## config.mk

```make
export PLATFORM = sky130hd
export DESIGN_NAME = vffa_ctrl
export DESIGN_NICKNAME = d
export VERILOG_FILES = /design/src/design/vram_first_fit_evicting_allocator_assert.svh /design/src/design/vffa_pkg.sv /design/src/design/vffa_ctrl.sv
export SDC_FILE = /design/constraint.sdc
export NUM_CORES = 1
export LEC_CHECK = 0
export BUFFER_PORTS_ARGS = -buffer_cell sky130_fd_sc_hd__buf_2
export CORE_MARGIN = 3
export CORE_UTILIZATION = 48
export DETAILED_ROUTE_END_ITERATION = 6
export PLACE_DENSITY_LB_ADDON = 0.3
export SETUP_SLACK_MARGIN = 0.5
export SLEW_MARGIN = 0
export SYNTH_ARGS = -nofsm -noshare
export SYNTH_HDL_FRONTEND = slang
export SYNTH_SLANG_ARGS = --single-unit
```

## constraint.sdc

```tcl
create_clock -name clk -period 1.77 [get_ports clk]
set_input_delay 0 -clock clk [delete_from_list [all_inputs] [get_ports clk]]
set_output_delay 0 -clock clk [all_outputs]
set_load 0.03 [all_outputs]
```

## src/design/vram_first_fit_evicting_allocator_assert.svh

```systemverilog
// Assertion macros shared by the allocator RTL.
// Stand-alone header; the including module supplies clk and rst.
`ifndef VRAM_FIRST_FIT_EVICTING_ALLOCATOR_ASSERT_SVH
`define VRAM_FIRST_FIT_EVICTING_ALLOCATOR_ASSERT_SVH
`ifndef SYNTH
`define VFFA_ASSERT_IMPL(lbl, ante, cons, msg) \
  lbl: assert property (@(posedge clk) disable iff (rst) (ante) |-> (cons)) else $error(msg);
`define VFFA_ASSERT_NEXT(lbl, ante, cons, msg) \
  lbl: assert property (@(posedge clk) disable iff (rst) (ante) |=> (cons)) else $error(msg);
`else
`define VFFA_ASSERT_IMPL(lbl, ante, cons, msg)
`define VFFA_ASSERT_NEXT(lbl, ante, cons, msg)
`endif
`endif

```

## src/design/vffa_pkg.sv

```systemverilog
// Shared types and codes of the texture memory allocator.
// No dependencies; used by vffa_ctrl, vffa_dp and the top level.
package vffa_pkg;

  localparam int ADDR_W   = 23;
  localparam int ID_W     = 8;
  localparam int CLUT_W   = 11;
  localparam int CMD_W    = 3;
  localparam int STATUS_W = 2;
  localparam int NEED_W   = 24;
  localparam int PADDR_W  = 3;
  localparam int PDATA_W  = 32;

  localparam logic [CMD_W-1:0] CMD_INIT       = 3'd0;
  localparam logic [CMD_W-1:0] CMD_BIND       = 3'd1;
  localparam logic [CMD_W-1:0] CMD_FREE       = 3'd2;
  localparam logic [CMD_W-1:0] CMD_NEXT_FRAME = 3'd3;
  localparam logic [CMD_W-1:0] CMD_INVALIDATE = 3'd4;

  localparam logic [STATUS_W-1:0] ST_OK         = 2'd0;
  localparam logic [STATUS_W-1:0] ST_TOO_LARGE  = 2'd1;
  localparam logic [STATUS_W-1:0] ST_TABLE_FULL = 2'd2;

  localparam logic CFG_IDX_VRAM_BASE = 1'b0;

  typedef enum logic [4:0] {
    S_IDLE, S_DISPATCH, S_SC_RD, S_SC_CHK, S_SC_END, S_HIT, S_SPLIT, S_SI_RD, S_SI_WR,
    S_ALLOC, S_BIND, S_RB_RD, S_RB_CHK, S_RF_LD, S_RF_RD, S_RF_CHK, S_RF_DONE,
    S_SR_RD, S_SR_WR, S_EV_RD, S_EV_CHK, S_EV_REL, S_LW_RD, S_LW_CHK, S_LW_END,
    S_NF_RD, S_NF_CHK, S_EMIT
  } state_t;

  typedef enum logic [5:0] {
    OP_NONE, OP_LATCH, OP_INIT, OP_RD_K, OP_SCAN, OP_SET_ST1, OP_USE_FIT, OP_EV_START,
    OP_REL_START, OP_INVAL, OP_INS_START, OP_SET_ST2, OP_RD_KM1, OP_WR_K_DEC, OP_WR_NEW,
    OP_ALLOC, OP_BIND, OP_RD_RM1, OP_R_DEC, OP_RD_R, OP_LOAD_CUR, OP_RD_R1, OP_MERGE,
    OP_RD_K1, OP_CNT_DEC, OP_WR_K_INC, OP_WR_R, OP_K_R1, OP_EV_TAKE, OP_K_INC,
    OP_LW_START, OP_LW_ACC, OP_W_STEP, OP_NF_UPD, OP_EMIT
  } dp_op_t;

  typedef struct packed {
    logic k_lt_cnt;
    logic k1_lt_cnt;
    logic r_gt0;
    logic r1_lt_cnt;
    logic k_gt_idx1;
    logic rd_used;
    logic rd_hit;
    logic rd_evict;
    logic fit_ok;
    logic have_fit;
    logic total_short;
    logic any_used;
    logic split_need;
    logic table_full;
    logic out_free;
    logic [CMD_W-1:0] cmd;
  } dp_status_t;

endpackage

```

## src/design/vffa_ctrl.sv

```systemverilog
// Sequencer of the allocator: walks scans, shifts, releases and eviction passes.
// Depends on vffa_pkg; drives vffa_dp through one operation code per cycle.
module vffa_ctrl (
  input  logic                clk,
  input  logic                rst,
  input  logic                in_valid,
  output logic                in_ready,
  input  vffa_pkg::dp_status_t st,
  output vffa_pkg::dp_op_t    op
);

  vffa_pkg::state_t state, state_next;

  always_ff @(posedge clk) begin
    if (rst) begin
      state <= vffa_pkg::S_IDLE;
    end else begin
      state <= state_next;
    end
  end

  always_comb begin
    state_next = state;
    op = vffa_pkg::OP_NONE;
    in_ready = 1'b0;
    case (state)
      vffa_pkg::S_IDLE: begin
        in_ready = 1'b1;
        if (in_valid) begin
          op = vffa_pkg::OP_LATCH;
          state_next = vffa_pkg::S_DISPATCH;
        end
      end
      vffa_pkg::S_DISPATCH: begin
        if (st.cmd == vffa_pkg::CMD_INIT) begin
          op = vffa_pkg::OP_INIT;
          state_next = vffa_pkg::S_EMIT;
        end else if (st.cmd == vffa_pkg::CMD_BIND || st.cmd == vffa_pkg::CMD_FREE ||
                     st.cmd == vffa_pkg::CMD_INVALIDATE) begin
          state_next = vffa_pkg::S_SC_RD;
        end else if (st.cmd == vffa_pkg::CMD_NEXT_FRAME) begin
          state_next = vffa_pkg::S_NF_RD;
        end else begin
          state_next = vffa_pkg::S_EMIT;
        end
      end
      vffa_pkg::S_SC_RD: begin
        if (st.k_lt_cnt) begin
          op = vffa_pkg::OP_RD_K;
          state_next = vffa_pkg::S_SC_CHK;
        end else begin
          state_next = vffa_pkg::S_SC_END;
        end
      end
      vffa_pkg::S_SC_CHK: begin
        op = vffa_pkg::OP_SCAN;
        state_next = st.rd_hit ? vffa_pkg::S_HIT : vffa_pkg::S_SC_RD;
      end
      vffa_pkg::S_SC_END: begin
        if (st.cmd != vffa_pkg::CMD_BIND) begin
          state_next = vffa_pkg::S_EMIT;
        end else if (st.total_short) begin
          op = vffa_pkg::OP_SET_ST1;
          state_next = vffa_pkg::S_EMIT;
        end else if (st.have_fit) begin
          op = vffa_pkg::OP_USE_FIT;
          state_next = vffa_pkg::S_SPLIT;
        end else begin
          op = vffa_pkg::OP_EV_START;
          state_next = vffa_pkg::S_EV_RD;
        end
      end
      vffa_pkg::S_HIT: begin
        if (st.cmd == vffa_pkg::CMD_BIND) begin
          op = vffa_pkg::OP_BIND;
          state_next = vffa_pkg::S_EMIT;
        end else if (st.cmd == vffa_pkg::CMD_FREE) begin
          op = vffa_pkg::OP_REL_START;
          state_next = vffa_pkg::S_RB_RD;
        end else if (st.cmd == vffa_pkg::CMD_INVALIDATE) begin
          op = vffa_pkg::OP_INVAL;
          state_next = vffa_pkg::S_EMIT;
        end else begin
          state_next = vffa_pkg::S_EMIT;
        end
      end
      vffa_pkg::S_SPLIT: begin
        if (st.split_need && !st.table_full) begin
          op = vffa_pkg::OP_INS_START;
          state_next = vffa_pkg::S_SI_RD;
        end else if (st.split_need) begin
          op = vffa_pkg::OP_SET_ST2;
          state_next = vffa_pkg::S_ALLOC;
        end else begin
          state_next = vffa_pkg::S_ALLOC;
        end
      end
      vffa_pkg::S_SI_RD: begin
        if (st.k_gt_idx1) begin
          op = vffa_pkg::OP_RD_KM1;
          state_next = vffa_pkg::S_SI_WR;
        end else begin
          op = vffa_pkg::OP_WR_NEW;
          state_next = vffa_pkg::S_ALLOC;
        end
      end
      vffa_pkg::S_SI_WR: begin
        op = vffa_pkg::OP_WR_K_DEC;
        state_next = vffa_pkg::S_SI_RD;
      end
      vffa_pkg::S_ALLOC: begin
        op = vffa_pkg::OP_ALLOC;
        state_next = vffa_pkg::S_BIND;
      end
      vffa_pkg::S_BIND: begin
        op = vffa_pkg::OP_BIND;
        state_next = vffa_pkg::S_EMIT;
      end
      vffa_pkg::S_RB_RD: begin
        if (st.r_gt0) begin
          op = vffa_pkg::OP_RD_RM1;
          state_next = vffa_pkg::S_RB_CHK;
        end else begin
          op = vffa_pkg::OP_RD_R;
          state_next = vffa_pkg::S_RF_LD;
        end
      end
      vffa_pkg::S_RB_CHK: begin
        if (!st.rd_used) begin
          op = vffa_pkg::OP_R_DEC;
          state_next = vffa_pkg::S_RB_RD;
        end else begin
          op = vffa_pkg::OP_RD_R;
          state_next = vffa_pkg::S_RF_LD;
        end
      end
      vffa_pkg::S_RF_LD: begin
        op = vffa_pkg::OP_LOAD_CUR;
        state_next = vffa_pkg::S_RF_RD;
      end
      vffa_pkg::S_RF_RD: begin
        if (st.r1_lt_cnt) begin
          op = vffa_pkg::OP_RD_R1;
          state_next = vffa_pkg::S_RF_CHK;
        end else begin
          op = vffa_pkg::OP_WR_R;
          state_next = vffa_pkg::S_RF_DONE;
        end
      end
      vffa_pkg::S_RF_CHK: begin
        if (!st.rd_used) begin
          op = vffa_pkg::OP_MERGE;
          state_next = vffa_pkg::S_SR_RD;
        end else begin
          op = vffa_pkg::OP_WR_R;
          state_next = vffa_pkg::S_RF_DONE;
        end
      end
      vffa_pkg::S_RF_DONE: begin
        if (st.cmd != vffa_pkg::CMD_BIND) begin
          state_next = vffa_pkg::S_EMIT;
        end else if (st.fit_ok) begin
          state_next = vffa_pkg::S_SPLIT;
        end else begin
          op = vffa_pkg::OP_K_R1;
          state_next = vffa_pkg::S_EV_RD;
        end
      end
      vffa_pkg::S_SR_RD: begin
        if (st.k1_lt_cnt) begin
          op = vffa_pkg::OP_RD_K1;
          state_next = vffa_pkg::S_SR_WR;
        end else begin
          op = vffa_pkg::OP_CNT_DEC;
          state_next = vffa_pkg::S_RF_RD;
        end
      end
      vffa_pkg::S_SR_WR: begin
        op = vffa_pkg::OP_WR_K_INC;
        state_next = vffa_pkg::S_SR_RD;
      end
      vffa_pkg::S_EV_RD: begin
        if (st.k_lt_cnt) begin
          op = vffa_pkg::OP_RD_K;
          state_next = vffa_pkg::S_EV_CHK;
        end else begin
          op = vffa_pkg::OP_LW_START;
          state_next = vffa_pkg::S_LW_RD;
        end
      end
      vffa_pkg::S_EV_CHK: begin
        if (st.rd_evict) begin
          op = vffa_pkg::OP_EV_TAKE;
          state_next = vffa_pkg::S_EV_REL;
        end else begin
          op = vffa_pkg::OP_K_INC;
          state_next = vffa_pkg::S_EV_RD;
        end
      end
      vffa_pkg::S_EV_REL: begin
        op = vffa_pkg::OP_REL_START;
        state_next = vffa_pkg::S_RB_RD;
      end
      vffa_pkg::S_LW_RD: begin
        if (st.k_lt_cnt) begin
          op = vffa_pkg::OP_RD_K;
          state_next = vffa_pkg::S_LW_CHK;
        end else begin
          state_next = vffa_pkg::S_LW_END;
        end
      end
      vffa_pkg::S_LW_CHK: begin
        op = vffa_pkg::OP_LW_ACC;
        state_next = vffa_pkg::S_LW_RD;
      end
      vffa_pkg::S_LW_END: begin
        if (!st.any_used) begin
          op = vffa_pkg::OP_SET_ST1;
          state_next = vffa_pkg::S_EMIT;
        end else begin
          op = vffa_pkg::OP_W_STEP;
          state_next = vffa_pkg::S_EV_RD;
        end
      end
      vffa_pkg::S_NF_RD: begin
        if (st.k_lt_cnt) begin
          op = vffa_pkg::OP_RD_K;
          state_next = vffa_pkg::S_NF_CHK;
        end else begin
          state_next = vffa_pkg::S_EMIT;
        end
      end
      vffa_pkg::S_NF_CHK: begin
        op = vffa_pkg::OP_NF_UPD;
        state_next = vffa_pkg::S_NF_RD;
      end
      vffa_pkg::S_EMIT: begin
        if (st.out_free) begin
          op = vffa_pkg::OP_EMIT;
          state_next = vffa_pkg::S_IDLE;
        end
      end
      default: begin
        state_next = vffa_pkg::S_IDLE;
      end
    endcase
  end

endmodule

```

==> results of run 1 <==
Yosys cell counts, types with 3 or more instances:
cell type / count
o21ai_0: 13
a31oi_1: 10
nor2b_1: 14
nor3_1: 5
nand4_1: 4
a211oi_1: 3
buf_6: 5
nand3_1: 7
buf_2: 9
inv_1: 6
o22ai_1: 3
a32oi_1: 3
a22oi_1: 3
nor2_1: 14
o32ai_1: 3
nor4_1: 6
a21oi_1: 14
dfxtp_1: 5
nand2_1: 24
nand2b_1: 4
buf_4: 5
logic make-up after synthesis:
kind of cell | after synthesis
flops | 5
simple gates | 97
mux | 1
xor+xnor | 3
compound gates | 80
buf+inv | 29
routing by layer:
metal  GRT usage  overflow
met4       0.635         1
met3       0.558         0
met5      0.0714         0
met2       0.847         2
met1       0.686         0
what timing repair did:
| item | in CTS |
|---|---|
| pin swaps | 23 |
| gates cloned | 2 |
| setup endpoints to repair | 12 |
| resized for setup | 86 |
| hold endpoints to repair | 0 |
| buffers inserted | 25 |
per-stage QoR:
step	cell area [sq um]	util	worst slack (ns)
after detailed placement	1890	0.669	-0.146
after CTS	2550	0.901	-0.0477
after floorplan	1570	-	0.256
after global placement	1890	0.669	-0.192
==> out/results.tsv, run 1 <==
stage	metric	value	unit
clocking	Root Buffer	clkbuf_4	
synth	synthesized-area fraction occupied by ao, oa, aoi and oai cells	0.397	
synth	total standard cell area after synthesis	1450	sq um
synth	fraction of synthesis flops using an asynchronous set or reset pin	0	
die	die outline height	61.0	um
synth	sequential area share after synthesis	0.0689	
global_routing	total overflow reported by the global router	3	
die	initial standard-cell utilization of the core	0.513	
synth	cell types with the largest area share after synthesis	dfxtp_1, nand2_1, nor2b_1	
synth	Primary FF master, synth	dfxtp_1	
synth	share of Yosys cell area claimed by the top area cell type	0.0689	
synth	Post-Synthesis Mean Instance Area	6.76	sq um
clocking	number of H-tree branching levels	1	
place	number of placed instances, taps included	290	
synth	Post-synth EDFFs	0	
global_routing	maximum number of pins on one net before global-route repair	14	
synth	multiplexer share of the synthesized area	0.00689	
place	post-detailed-placement half-perimeter wirelength	4.61	mm
clocking	maximum buffer depth of the clock tree	2	
synth	adder and majority cell fraction of the synthesized area	0	
synth	xor/xnor share of the synthesized area	0.0181	
sta	pin category terminating the worst setup path after the last repair	top-level output	
synth	combinational family with the most area after synthesis	compound AO/OA/AOI/OAI gates	
synth	most area-hungry cell type in the Yosys netlist	dfxtp_1	
status	tool error message	[ERROR GRT-0232] Routing congestion too high. Check the congestion heatmap in the GUI.	
clocking	total clock sinks	5	
clocking	total of hold buffers inserted after clock tree synthesis	0	
synth	Cell variety after synth	62	
synth	simple-gate portion of the synthesized area	0.388	
synth	register bit count reported by yosys	5	
sta	worst endpoint left by the global-route repair_timing run	op[0]	
synth	number of instances in the synthesized netlist	215	
clocking	Num CTS Buffers	3	
synth	Synthesis Warnings	0	
die	standard-cell rows	19	
synth	Syn Nets	236	
place	I/O Buffers	27	
status	halt point of the flow	global routing (5_1_grt)	
place	final weighted congestion in routability-driven placement	0.969	
die	Ports	28	
global_routing	gr usage total	0.679	
die	Die W	61.0	um
status	run status	did not finish	
==> inputs of run 2 (changes only) <==
--- a/config.mk
+++ b/config.mk
@@ -7,10 +7,9 @@
 export LEC_CHECK = 0
 export BUFFER_PORTS_ARGS = -buffer_cell sky130_fd_sc_hd__buf_2
 export CORE_MARGIN = 3
-export CORE_UTILIZATION = 48
+export CORE_UTILIZATION = 33
 export DETAILED_ROUTE_END_ITERATION = 6
-export PLACE_DENSITY_LB_ADDON = 0.3
-export SETUP_SLACK_MARGIN = 0.5
+export PLACE_DENSITY_LB_ADDON = 0.15
 export SLEW_MARGIN = 0
 export SYNTH_ARGS = -nofsm -noshare
 export SYNTH_HDL_FRONTEND = slang
==> run 2 against run 1 <==
Compared with the run above:
- the flow now finishes, with violations (negative setup slack)
- area after synthesis is the same
- synthesized cell count is the same
==> out/results.tsv, run 2 <==
stage	metric	value	unit	change
sta	slew margin rel.	0.697		
synth	combinational family with the most area after synthesis	compound AO/OA/AOI/OAI gates		
sta	Setup Skew	0.0112	ns	
setup_path	Crit path top cell by count	buf_6		
detailed_routing	DRC violations left	0		
global_routing	total overflow reported by the global router	0		
die	initial standard-cell utilization of the core	0.353		-0.160
clocking	TritonCTS clock tree	built		
place	I/O Buffers	27		unchanged
setup_path	CP Capture Type	primary output		
synth	most numerous cell types in the synthesized netlist	nand2_1, a21oi_1, nor2_1, nor2b_1, o21ai_0		
sta	Setup Viol. Count Final	7		
final_layout	final standard cell count with taps included and fillers excluded	354		
job	number of max-capacitance violations reported	0		
power	power density over the cells	1580	nW/um^2	
sta	number of failing hold endpoints at the final stage	0		
synth	Post-Synthesis Mean Instance Area	6.76	sq um	unchanged
clocking	clock transition time at the flip-flop clock pins of the worst setup and hold paths	0.04	ns	
setup_path	crit path max fanout	9		
sta	setup repair after global routing missed its margin	yes		
status	run status	finished with violations		
final_layout	area of combinational cells with multiple inputs	1500	sq um	
detailed_routing	number of nets still failing antenna checks after routing	0		
synth	share of Yosys cell area claimed by the top area cell type	0.0689		unchanged
sta	worst-margin pin slew	0.450	ns	
detailed_routing	router iterations before antenna repair	5		
synth	Post-synth EDFFs	0		unchanged
synth	simple-gate portion of the synthesized area	0.388		unchanged
clocking	maximum buffer depth of the clock tree	2		unchanged
sta	minimum clock period after layout	1.89	ns	
synth	Cell variety after synth	62		unchanged
final_layout	proportion of layout cells with a drive suffix above 1	0.595		
global_routing	maximum number of pins on one net before global-route repair	14		
setup_path	crit path cell chain	buf_6 -> buf_8 -> nand3b_1 -> a21oi_2 -> a31oi_2 -> nand4_1 -> or3_4 -> buf_6		
die	Ports	28		unchanged
place	final weighted congestion in routability-driven placement	1.01		+4.6%
die	standard-cell rows	23		+4
detailed_routing	Vias per Instance	6.55		
worst_hold_path	HP Class	in -> reg		
final_layout	leading cell type in the layout, fill and taps excluded	buf_4		
detailed_routing	sum of routed wire length over all layers	7.67	mm	
detailed_routing	wire length per cell	21.7	um	
synth	Synthesis Warnings	0		unchanged
synth	register bit count reported by yosys	5		unchanged
synth	sequential area share after synthesis	0.0689		unchanged
sta	Tcrit/Tclk final	1.07		
synth	total standard cell area after synthesis	1450	sq um	unchanged
place	number of placed instances, taps included	329		+13%
sta	worst setup margin	-0.119	ns	
final_layout	Biggest register	state		
synth	fraction of synthesis flops using an asynchronous set or reset pin	0		unchanged
setup_path	largest stage delay on the critical path	0.40	ns	
setup_path	start-to-end type of the worst setup path	reg -> out		
synth	most area-hungry cell type in the Yosys netlist	dfxtp_1		
power	worst ir drop on vdd	621	uV	
power	total leakage power	1.04	nW	
clocking	Worst-Skew Late Latency	0.23	ns	
final_layout	Layout Area Growth over Synthesis	83.1	%	
synth	number of instances in the synthesized netlist	215		unchanged
detailed_routing	iteration-0 DRC count of the detailed router	282		
synth	most frequent cell after synthesis	nand2_1		
synth	Primary FF master, synth	dfxtp_1		
global_routing	number of global-route vias before repair	2070		
sta	timing-limited maximum frequency	530	MHz	
die	area of the core	4120	sq um	
synth	xor/xnor share of the synthesized area	0.0181		unchanged
setup_path	CP Data Required Time	1.77	ns	
final_layout	footprint of the flip-flops and latches	119	sq um	
clocking	number of H-tree branching levels	1		unchanged
synth	Syn Nets	236		unchanged
die	Die W	72.3	um	+19%
clocking	Root Buffer	clkbuf_8		
place	post-detailed-placement half-perimeter wirelength	4.87	mm	+5.7%
sta	setup total negative slack	-0.471	ns	
global_routing	gr usage total	0.269		
final_layout	max FFs per register	5		
clocking	total clock sinks	5		unchanged
die	die outline height	72.3	um	+19%
sta	Final Max Slew Viols	0		
synth	adder and majority cell fraction of the synthesized area	0		unchanged
global_routing	wire length of the first global-routing pass	11.0	mm	
global_routing	number of antenna violations at the first check in global routing	0		
die	die footprint	5230	sq um	
clocking	total of hold buffers inserted after clock tree synthesis	0		unchanged
final_layout	Largest regs	state (5)		
synth	cell types with the largest area share after synthesis	dfxtp_1, nand2_1, nor2b_1		
synth	multiplexer share of the synthesized area	0.00689		unchanged
setup_path	startpoint class of the critical path	register		
status	violated checks	negative setup slack		
detailed_routing	number of vias in the routed layout	2319		
synth	synthesized-area fraction occupied by ao, oa, aoi and oai cells	0.397		unchanged
final_layout	Fill cells	366		
setup_path	Worst path slowest cell	or3_4		
final_layout	Net count, final	326		
final_layout	diodes inserted	0		
final_layout	commonest cells after routing, fill and taps aside	buf_4, buf_2, nand2_1, buf_6, nor2_1		
clocking	Num CTS Buffers	3		unchanged
setup_path	worst path arrival time	1.89	ns	
run 2: cell counts after synthesis:
Identical to the previous run, type by type.
run 2: power by group:
group / switching [mW] / total [mW] / internal [mW]
logic: 1.94 / 3.70 / 1.75
clock network: 0.0664 / 0.222 / 0.156
registers: 0.0942 / 0.274 / 0.179
total: 2.10 / 4.19 / 2.09
run 2: area by class of cell:
| type | count | area share |
|---|---|---|
| well taps | 50 | 0.0235 |
| inverters | 8 | 0.0155 |
| flip-flops and latches | 5 | 0.0447 |
| clock buffers | 4 | 0.0169 |
| repair buffers | 106 | 0.336 |
| multi-input cells | 181 | 0.563 |
run 2: critical path: cells and delay by family, from the launching register on:
kind / cells / cell delay (ns)
compound gates: 2 / 0.26
buf+inv: 3 / 0.40
flops: 1 / 0.36
simple gates: 3 / 0.66
run 2: cells by family (layout without fill, tap and decap cells):
kind of cell	after synthesis	in the layout
AOI/OAI and AO/OA	80	80
and+or+nand+nor	97	97
muxes	1	1
xor gates and xnor gates	3	3
buffers and inverters	29	118
DFF	5	5
run 2: path summary, 6_finish.rpt:
path                                 end      from  depth (start not counted)  slack [ns]
worst max-delay path               op[0]  state[2]                          8       -0.12
worst min-delay path            state[3]       rst                          2        0.05
worst max register to register  state[0]  state[3]                          8       -0.10
worst min register to register  state[4]  state[4]                          3        0.80
run 2: what timing repair did:
action / 4_1_cts / 5_1_grt
pin swaps: 23 / 27
buffers inserted: 14 / 6
gates cloned: 1 / 1
gates resized for setup: 60 / 51
endpoints found under the setup margin: 8 / 10
run 2: stage by stage:
step / hold slack, ns / utilization / area, sq um / power [mW] / setup slack [ns]
final: 0.0451 / 0.646 / 2660 / 4.19 / -0.119
after global routing: 0.0354 / 0.646 / 2660 / 4.38 / -0.184
after floorplan: 0.0679 / - / 1460 / 1.77 / 0.138
after global placement: 0.278 / 0.479 / 1970 / 2.78 / -0.0959
after detailed placement: 0.273 / 0.479 / 1970 / 2.76 / -0.0836
after CTS: 0.0398 / 0.574 / 2360 / 3.59 / -0.0540
run 2: per-layer routing:
metal  wire length [um]  GRT usage
met1               2870      0.366
met2               3620      0.427
met3                777     0.0402
met4                411      0.100
met5                  0          0
No activity file was read; power rests on OpenSTA's default activity.
==> inputs of run 3 (changes only) <==
--- a/config.mk
+++ b/config.mk
@@ -8,6 +8,7 @@
 export BUFFER_PORTS_ARGS = -buffer_cell sky130_fd_sc_hd__buf_2
 export CORE_MARGIN = 3
 export CORE_UTILIZATION = 33
+export CTS_BUF_LIST = sky130_fd_sc_hd__clkbuf_8 sky130_fd_sc_hd__clkbuf_16
 export DETAILED_ROUTE_END_ITERATION = 6
 export PLACE_DENSITY_LB_ADDON = 0.15
 export SLEW_MARGIN = 0
==> run 3 against run 2 <==
Compared with the run above:
- the run still ends with negative setup slack left
- setup slack better by 0.0039 ns
- critical path depth stayed put
- clock skew about the same
- hold slack better by 0.0044 ns
- power shrank 2.7%
- register-to-register slack gained 0.07 ns
- sequential cell count stayed put
- sequential share of layout area rose by 0.11 points
- critical endpoint is now op[1]
- highest routed layer unchanged
==> out/results.tsv, run 3 (synthesis gave the netlist of run 2 again) <==
stage	metric	value	unit	change
status	run status	finished with violations		
status	violated checks	negative setup slack		
place	I/O Buffers	27		unchanged
sta	Final Max Slew Viols	0		unchanged
final_layout	Largest regs	state (5)		
place	setup slack after placement	-0.0836	ns	unchanged
global_routing	gr usage total	0.269		unchanged
setup_path	worst path arrival time	1.88	ns	about the same
sta	Setup Viol. Count Final	5		-2
place	final weighted congestion in routability-driven placement	1.01		unchanged
die	standard-cell rows	23		unchanged
power	total leakage power	1.03	nW	-1.5%
setup_path	start-to-end type of the worst setup path	reg -> out		
detailed_routing	DRC violations left	0		unchanged
sta	Tcrit/Tclk final	1.06		-0.00218
power	post-layout power	4.08	mW	-2.7%
job	number of max-capacitance violations reported	0		unchanged
sta	minimum hold slack	0.0495	ns	+0.00436 ns
setup_path	crit path cell chain	buf_8 -> buf_8 -> buf_4 -> nand2_1 -> nor4_1 -> a31oi_1 -> nand4b_1 -> buf_6		
setup_path	number of buffers and inverters on the critical path	4		+1
sta	number of failing hold endpoints at the final stage	0		unchanged
place	post-detailed-placement half-perimeter wirelength	4.87	mm	unchanged
final_layout	Layout Area Growth over Synthesis	78.9	%	
global_routing	number of antenna violations at the first check in global routing	0		unchanged
final_layout	Layout Cell Area excl Fill	2600	sq um	-2.3%
die	initial standard-cell utilization of the core	0.353		unchanged
clocking	total clock sinks	5		unchanged
setup_path	Worst path slowest cell	dfxtp_4		
setup_path	crit path max fanout	6		-3
die	Ports	28		unchanged
final_layout	diodes inserted	0		unchanged
sta	worst-margin pin slew	0.411	ns	-0.0396 ns
detailed_routing	Vias per Instance	6.51		-0.67%
setup_path	CP Data Required Time	1.77	ns	about the same
worst_hold_path	hold path cells	2		unchanged
detailed_routing	iteration-0 DRC count of the detailed router	314		+11%
detailed_routing	wire length per cell	21.4	um	-1.3%
sta	Setup Skew	0.0108	ns	-0.000405 ns
setup_path	Crit path top cell by count	buf_8		
detailed_routing	number of vias in the routed layout	2297		-0.95%
die	Die W	72.3	um	unchanged
power	clock network fraction of design power	0.053		about the same
sta	setup repair after global routing missed its margin	yes		
setup_path	critical path's top delay family	simple AND/OR/NAND/NOR gates		
final_layout	Net count, final	325		-0.31%
setup_path	largest stage delay on the critical path	0.35	ns	-0.05 ns
die	die footprint	5230	sq um	unchanged
power	fraction of power consumed by combinational cells	0.880		-0.002
final_layout	final standard cell count with taps included and fillers excluded	353		-0.28%
setup_path	depth of the most critical reg-to-reg path	8		unchanged
final_layout	footprint of the flip-flops and latches	119	sq um	unchanged
power	Net Switching	2.04	mW	-3.0%
final_layout	area of combinational cells with multiple inputs	1450	sq um	-3.3%
setup_path	startpoint class of the critical path	register		
global_routing	maximum number of pins on one net before global-route repair	14		unchanged
clocking	clock transition time at the flip-flop clock pins of the worst setup and hold paths	0.04	ns	about the same
sta	worst setup margin	-0.115	ns	+0.00387 ns
clocking	Worst-Skew Late Latency	0.23	ns	about the same
clocking	Root Buffer	clkbuf_8		
final_layout	leading cell type in the layout, fill and taps excluded	buf_4		
setup_path	worst setup slack for register-to-register paths	-0.03	ns	+0.07 ns
worst_hold_path	HP Class	in -> reg		
die	area of the core	4120	sq um	unchanged
final_layout	proportion of layout cells with a drive suffix above 1	0.568		-0.0277
final_layout	Biggest register	state		
clocking	number of H-tree branching levels	1		unchanged
power	worst ir drop on vdd	596	uV	-4.0%
clocking	TritonCTS clock tree	built		
sta	minimum clock period after layout	1.88	ns	-0.00387 ns
final_layout	Final Util	0.631		-0.0149
place	number of placed instances, taps included	329		unchanged
power	fraction of power spent switching nets	0.500		-0.00190
power	power density over the cells	1570	nW/um^2	-0.38%
power	relative contribution of sequential cells to total power	0.067		+0.002
global_routing	number of global-route vias before repair	2070		unchanged
setup_path	cell depth of the worst setup path	8		unchanged
place	placed instance area	1970	sq um	unchanged
detailed_routing	number of nets still failing antenna checks after routing	0		unchanged
clocking	Num CTS Buffers	3		unchanged
final_layout	Fill cells	383		+4.6%
sta	timing-limited maximum frequency	531	MHz	+0.21%
final_layout	commonest cells after routing, fill and taps aside	buf_4, buf_2, nand2_1, buf_6, nor2_1		
detailed_routing	router iterations before antenna repair	5		unchanged
clocking	maximum buffer depth of the clock tree	2		unchanged
sta	slew margin rel.	0.724		+0.0266
detailed_routing	sum of routed wire length over all layers	7.55	mm	-1.5%
final_layout	max FFs per register	5		unchanged
power	internal cell power	2.04	mW	-2.3%
global_routing	total overflow reported by the global router	0		unchanged
die	die outline height	72.3	um	unchanged
global_routing	wire length of the first global-routing pass	11.0	mm	unchanged
sta	setup total negative slack	-0.409	ns	+0.0618 ns
setup_path	CP Capture Type	primary output		
run 3: what timing repair did:
action / in CTS / in global routing
gates resized for setup: 60 / 41
cloned: 1 / 1
endpoints found under the setup margin: 8 / 10
setup buffers: 14 / 5
hold buffers: 0 / 0
pin swaps: 24 / 21
run 3: final timing paths:
check                 from        to
setup / recovery  state[3]     op[1]
hold / removal         rst  state[3]
setup reg to reg  state[0]  state[0]
hold reg to reg   state[4]  state[4]
run 3: layer usage:
metal	track usage	share of wire	vias to the layer above
li1	-	-	1004
met1	0.366	0.38	1063
met2	0.427	0.47	187
met3	0.0402	0.097	43
met4	0.100	0.050	0
met5	0	0	-
run 3: final cells by class:
class | instances | area share
clock buffer | 3 | 0.0159
multi-input combinational | 181 | 0.557
tap | 50 | 0.0241
clock inverter | 1 | 0.00144
sequential | 5 | 0.0457
inverter | 8 | 0.0159
timing repair buffer | 105 | 0.340
run 3: power groups by stage:
stage | Combinational, mW | Sequential [mW] | Clock [mW]
floorplan | 1.59 | 0.185 | 0
finish | 3.59 | 0.273 | 0.217
CTS | 3.12 | 0.250 | 0.215
global route | 3.76 | 0.282 | 0.230
detailed placement | 2.54 | 0.219 | 0
global placement | 2.56 | 0.218 | 0
==> inputs of run 4 (changes only) <==
--- a/config.mk
+++ b/config.mk
@@ -6,11 +6,13 @@
 export NUM_CORES = 1
 export LEC_CHECK = 0
 export BUFFER_PORTS_ARGS = -buffer_cell sky130_fd_sc_hd__buf_2
+export CAP_MARGIN = 15
 export CORE_MARGIN = 3
 export CORE_UTILIZATION = 33
 export CTS_BUF_LIST = sky130_fd_sc_hd__clkbuf_8 sky130_fd_sc_hd__clkbuf_16
 export DETAILED_ROUTE_END_ITERATION = 6
 export PLACE_DENSITY_LB_ADDON = 0.15
+export REMOVE_ABC_BUFFERS = 1
 export SLEW_MARGIN = 0
 export SYNTH_ARGS = -nofsm -noshare
 export SYNTH_HDL_FRONTEND = slang
==> run 4 against run 3 <==
Compared with the run above:
- the flow still finishes with violations (negative setup slack)
- highest routed layer unchanged
- sequential share of layout area hardly changed
- wire length is 3.8% lower
- fmax increased by 2.2%
- power is 2.6% lower
- setup slack better by 0.041 ns
- utilization down 1.9 points
- register-to-register slack about the same
- non-clock buffer count down 13
- first-iteration DRC count down 15%
- critical path depth fell by 2
==> out/results.tsv, run 4 (synthesis gave the netlist of run 2 again) <==
stage	metric	value	unit	change
status	run status	finished with violations		
status	violated checks	negative setup slack		
place	final weighted congestion in routability-driven placement	0.940		-7.3%
final_layout	Net count, final	312		-4.0%
power	relative contribution of sequential cells to total power	0.068		about the same
final_layout	Largest regs	state (5)		
power	Net Switching	2.01	mW	-1.4%
sta	Setup Viol. Count Final	4		-1
worst_hold_path	HP Start	rst		
global_routing	total overflow reported by the global router	0		unchanged
sta	timing-limited maximum frequency	542	MHz	+2.2%
setup_path	end of the worst register-to-register path	state[0]		
sta	slew margin rel.	0.717		-0.00630
final_layout	commonest cells after routing, fill and taps aside	buf_4, buf_2, nand2_1, nor2_1, buf_6		
global_routing	gr usage total	0.270		+0.00101
die	Ports	28		unchanged
power	total leakage power	0.974	nW	-5.3%
clocking	clock transition time at the flip-flop clock pins of the worst setup and hold paths	0.04	ns	about the same
sta	number of failing hold endpoints at the final stage	0		unchanged
place	I/O Buffers	27		unchanged
place	post-detailed-placement half-perimeter wirelength	4.99	mm	+2.4%
global_routing	number of global-route vias before repair	2096		+1.3%
worst_hold_path	hold path cells	2		unchanged
detailed_routing	router iterations before antenna repair	5		unchanged
setup_path	worst setup slack for register-to-register paths	-0.03	ns	about the same
detailed_routing	DRC violations left	0		unchanged
power	post-layout power	3.98	mW	-2.6%
final_layout	max FFs per register	5		unchanged
worst_hold_path	hold-critical path endpoint	state[3]		
sta	Setup Skew	0.00730	ns	-0.00347 ns
clocking	total of hold buffers inserted after clock tree synthesis	0		unchanged
power	internal cell power	1.96	mW	-3.7%
die	standard-cell rows	23		unchanged
power	power density over the cells	1580	nW/um^2	+0.44%
die	area of the core	4120	sq um	unchanged
setup_path	worst flop-to-flop path startpoint	state[0]		
clocking	TritonCTS clock tree	built		
die	initial standard-cell utilization of the core	0.353		unchanged
power	clock network fraction of design power	0.054		about the same
power	fraction of power consumed by combinational cells	0.877		-0.003
setup_path	CP Capture Type	primary output		
sta	worst-margin pin slew	0.421	ns	+0.00974 ns
sta	Final Max Slew Viols	0		unchanged
clocking	Worst-Skew Late Latency	0.23	ns	about the same
final_layout	Layout Area Growth over Synthesis	73.6	%	
sta	worst setup margin	-0.0737	ns	+0.0410 ns
place	number of placed instances, taps included	322		-2.1%
detailed_routing	number of vias in the routed layout	2219		-3.4%
setup_path	worst path arrival time	1.84	ns	-0.04 ns
clocking	number of H-tree branching levels	1		unchanged
sta	minimum hold slack	0.0434	ns	-0.00603 ns
global_routing	number of antenna violations at the first check in global routing	0		unchanged
final_layout	proportion of layout cells with a drive suffix above 1	0.552		-0.0159
setup_path	CP Data Required Time	1.77	ns	about the same
detailed_routing	iteration-0 DRC count of the detailed router	266		-15%
die	Die W	72.3	um	unchanged
setup_path	start-to-end type of the worst setup path	reg -> out		
sta	minimum clock period after layout	1.84	ns	-0.0410 ns
setup_path	crit path max fanout	13		+7
final_layout	Final Util	0.613		-0.0189
sta	Tcrit/Tclk final	1.04		-0.0231
global_routing	wire length of the first global-routing pass	11.1	mm	+0.88%
clocking	Num CTS Buffers	3		unchanged
detailed_routing	sum of routed wire length over all layers	7.27	mm	-3.8%
final_layout	final standard cell count with taps included and fillers excluded	340		-3.7%
place	setup slack after placement	-0.136	ns	-0.0529 ns
worst_hold_path	HP Class	in -> reg		
power	worst ir drop on vdd	548	uV	-8.0%
clocking	Root Buffer	clkbuf_8		
final_layout	diodes inserted	0		unchanged
job	number of max-capacitance violations reported	0		unchanged
sta	setup repair after global routing missed its margin	yes		
setup_path	startpoint class of the critical path	register		
clocking	maximum buffer depth of the clock tree	2		unchanged
die	die outline height	72.3	um	unchanged
detailed_routing	Vias per Instance	6.53		+0.30%
final_layout	Biggest register	state		
final_layout	Fill cells	345		-9.9%
final_layout	leading cell type in the layout, fill and taps excluded	buf_4		
setup_path	depth of the most critical reg-to-reg path	7		-1
die	die footprint	5230	sq um	unchanged
power	fraction of power spent switching nets	0.506		+0.00609
global_routing	maximum number of pins on one net before global-route repair	23		+9
detailed_routing	wire length per cell	21.4	um	-0.11%
clocking	total clock sinks	5		unchanged
detailed_routing	number of nets still failing antenna checks after routing	0		unchanged
-- run 4: metrics by stage --
stage | area, sq um | TNS [ns]
floorplan | 1310 | -2.91
global placement | 1920 | -0.252
detailed placement | 1920 | -0.178
CTS | 2290 | -0.104
global route | 2520 | -0.517
finish | 2520 | -0.177
-- run 4: critical path: stages, from the launching register on --
cell and delay (ns):
dfxtp_2 0.33, buf_6 0.15, buf_4 0.19, o21ai_2 0.29, nand3_1 0.12, or3_4 0.40
buf_6 0.14
-- run 4: how the worst max path moves through the flow --
stage	start	end	cells after the start	slack (ns)
final	state[1]	op[0]	6	-0.07
after global routing	state[1]	op[1]	8	-0.14
after CTS	state[0]	op[0]	8	-0.05
after detailed placement	state[4]	op[1]	9	-0.14
after global placement	state[1]	op[1]	9	-0.16
after floorplan	state[0]	op[5]	3	-0.81
-- run 4: timing repair --
item	CTS	global route
pin swaps	16	18
setup endpoints to repair	6	11
gates cloned	1	1
setup buffers	12	4
gates resized for setup	57	44
-- run 4: power by group through the flow --
stage	logic [mW]	registers (mW)	clock network [mW]
6_report	3.49	0.272	0.216
5_1_grt	3.67	0.276	0.227
4_1_cts	3.09	0.240	0.217
3_5_place_dp	2.59	0.202	0
3_3_place_gp	2.63	0.200	0
2_1_floorplan	1.18	0.399	0
-- run 4: final cells by class --
class,count,area (sq um),area share
Multi-Input combinational cell,181,1490,0.593
Inverter,8,37.5,0.0149
Tap cell,50,62.6,0.0248
Clock inverter,1,3.75,0.00149
Timing Repair Buffer,92,766,0.304
Sequential cell,5,116,0.0462
Clock buffer,3,41.3,0.0164
-- run 4: metal layers --
metal | wire [um] | GRT usage
met5 | 0 | 0
met4 | 399 | 0.129
met3 | 696 | 0.0388
met2 | 3260 | 0.434
met1 | 2910 | 0.353
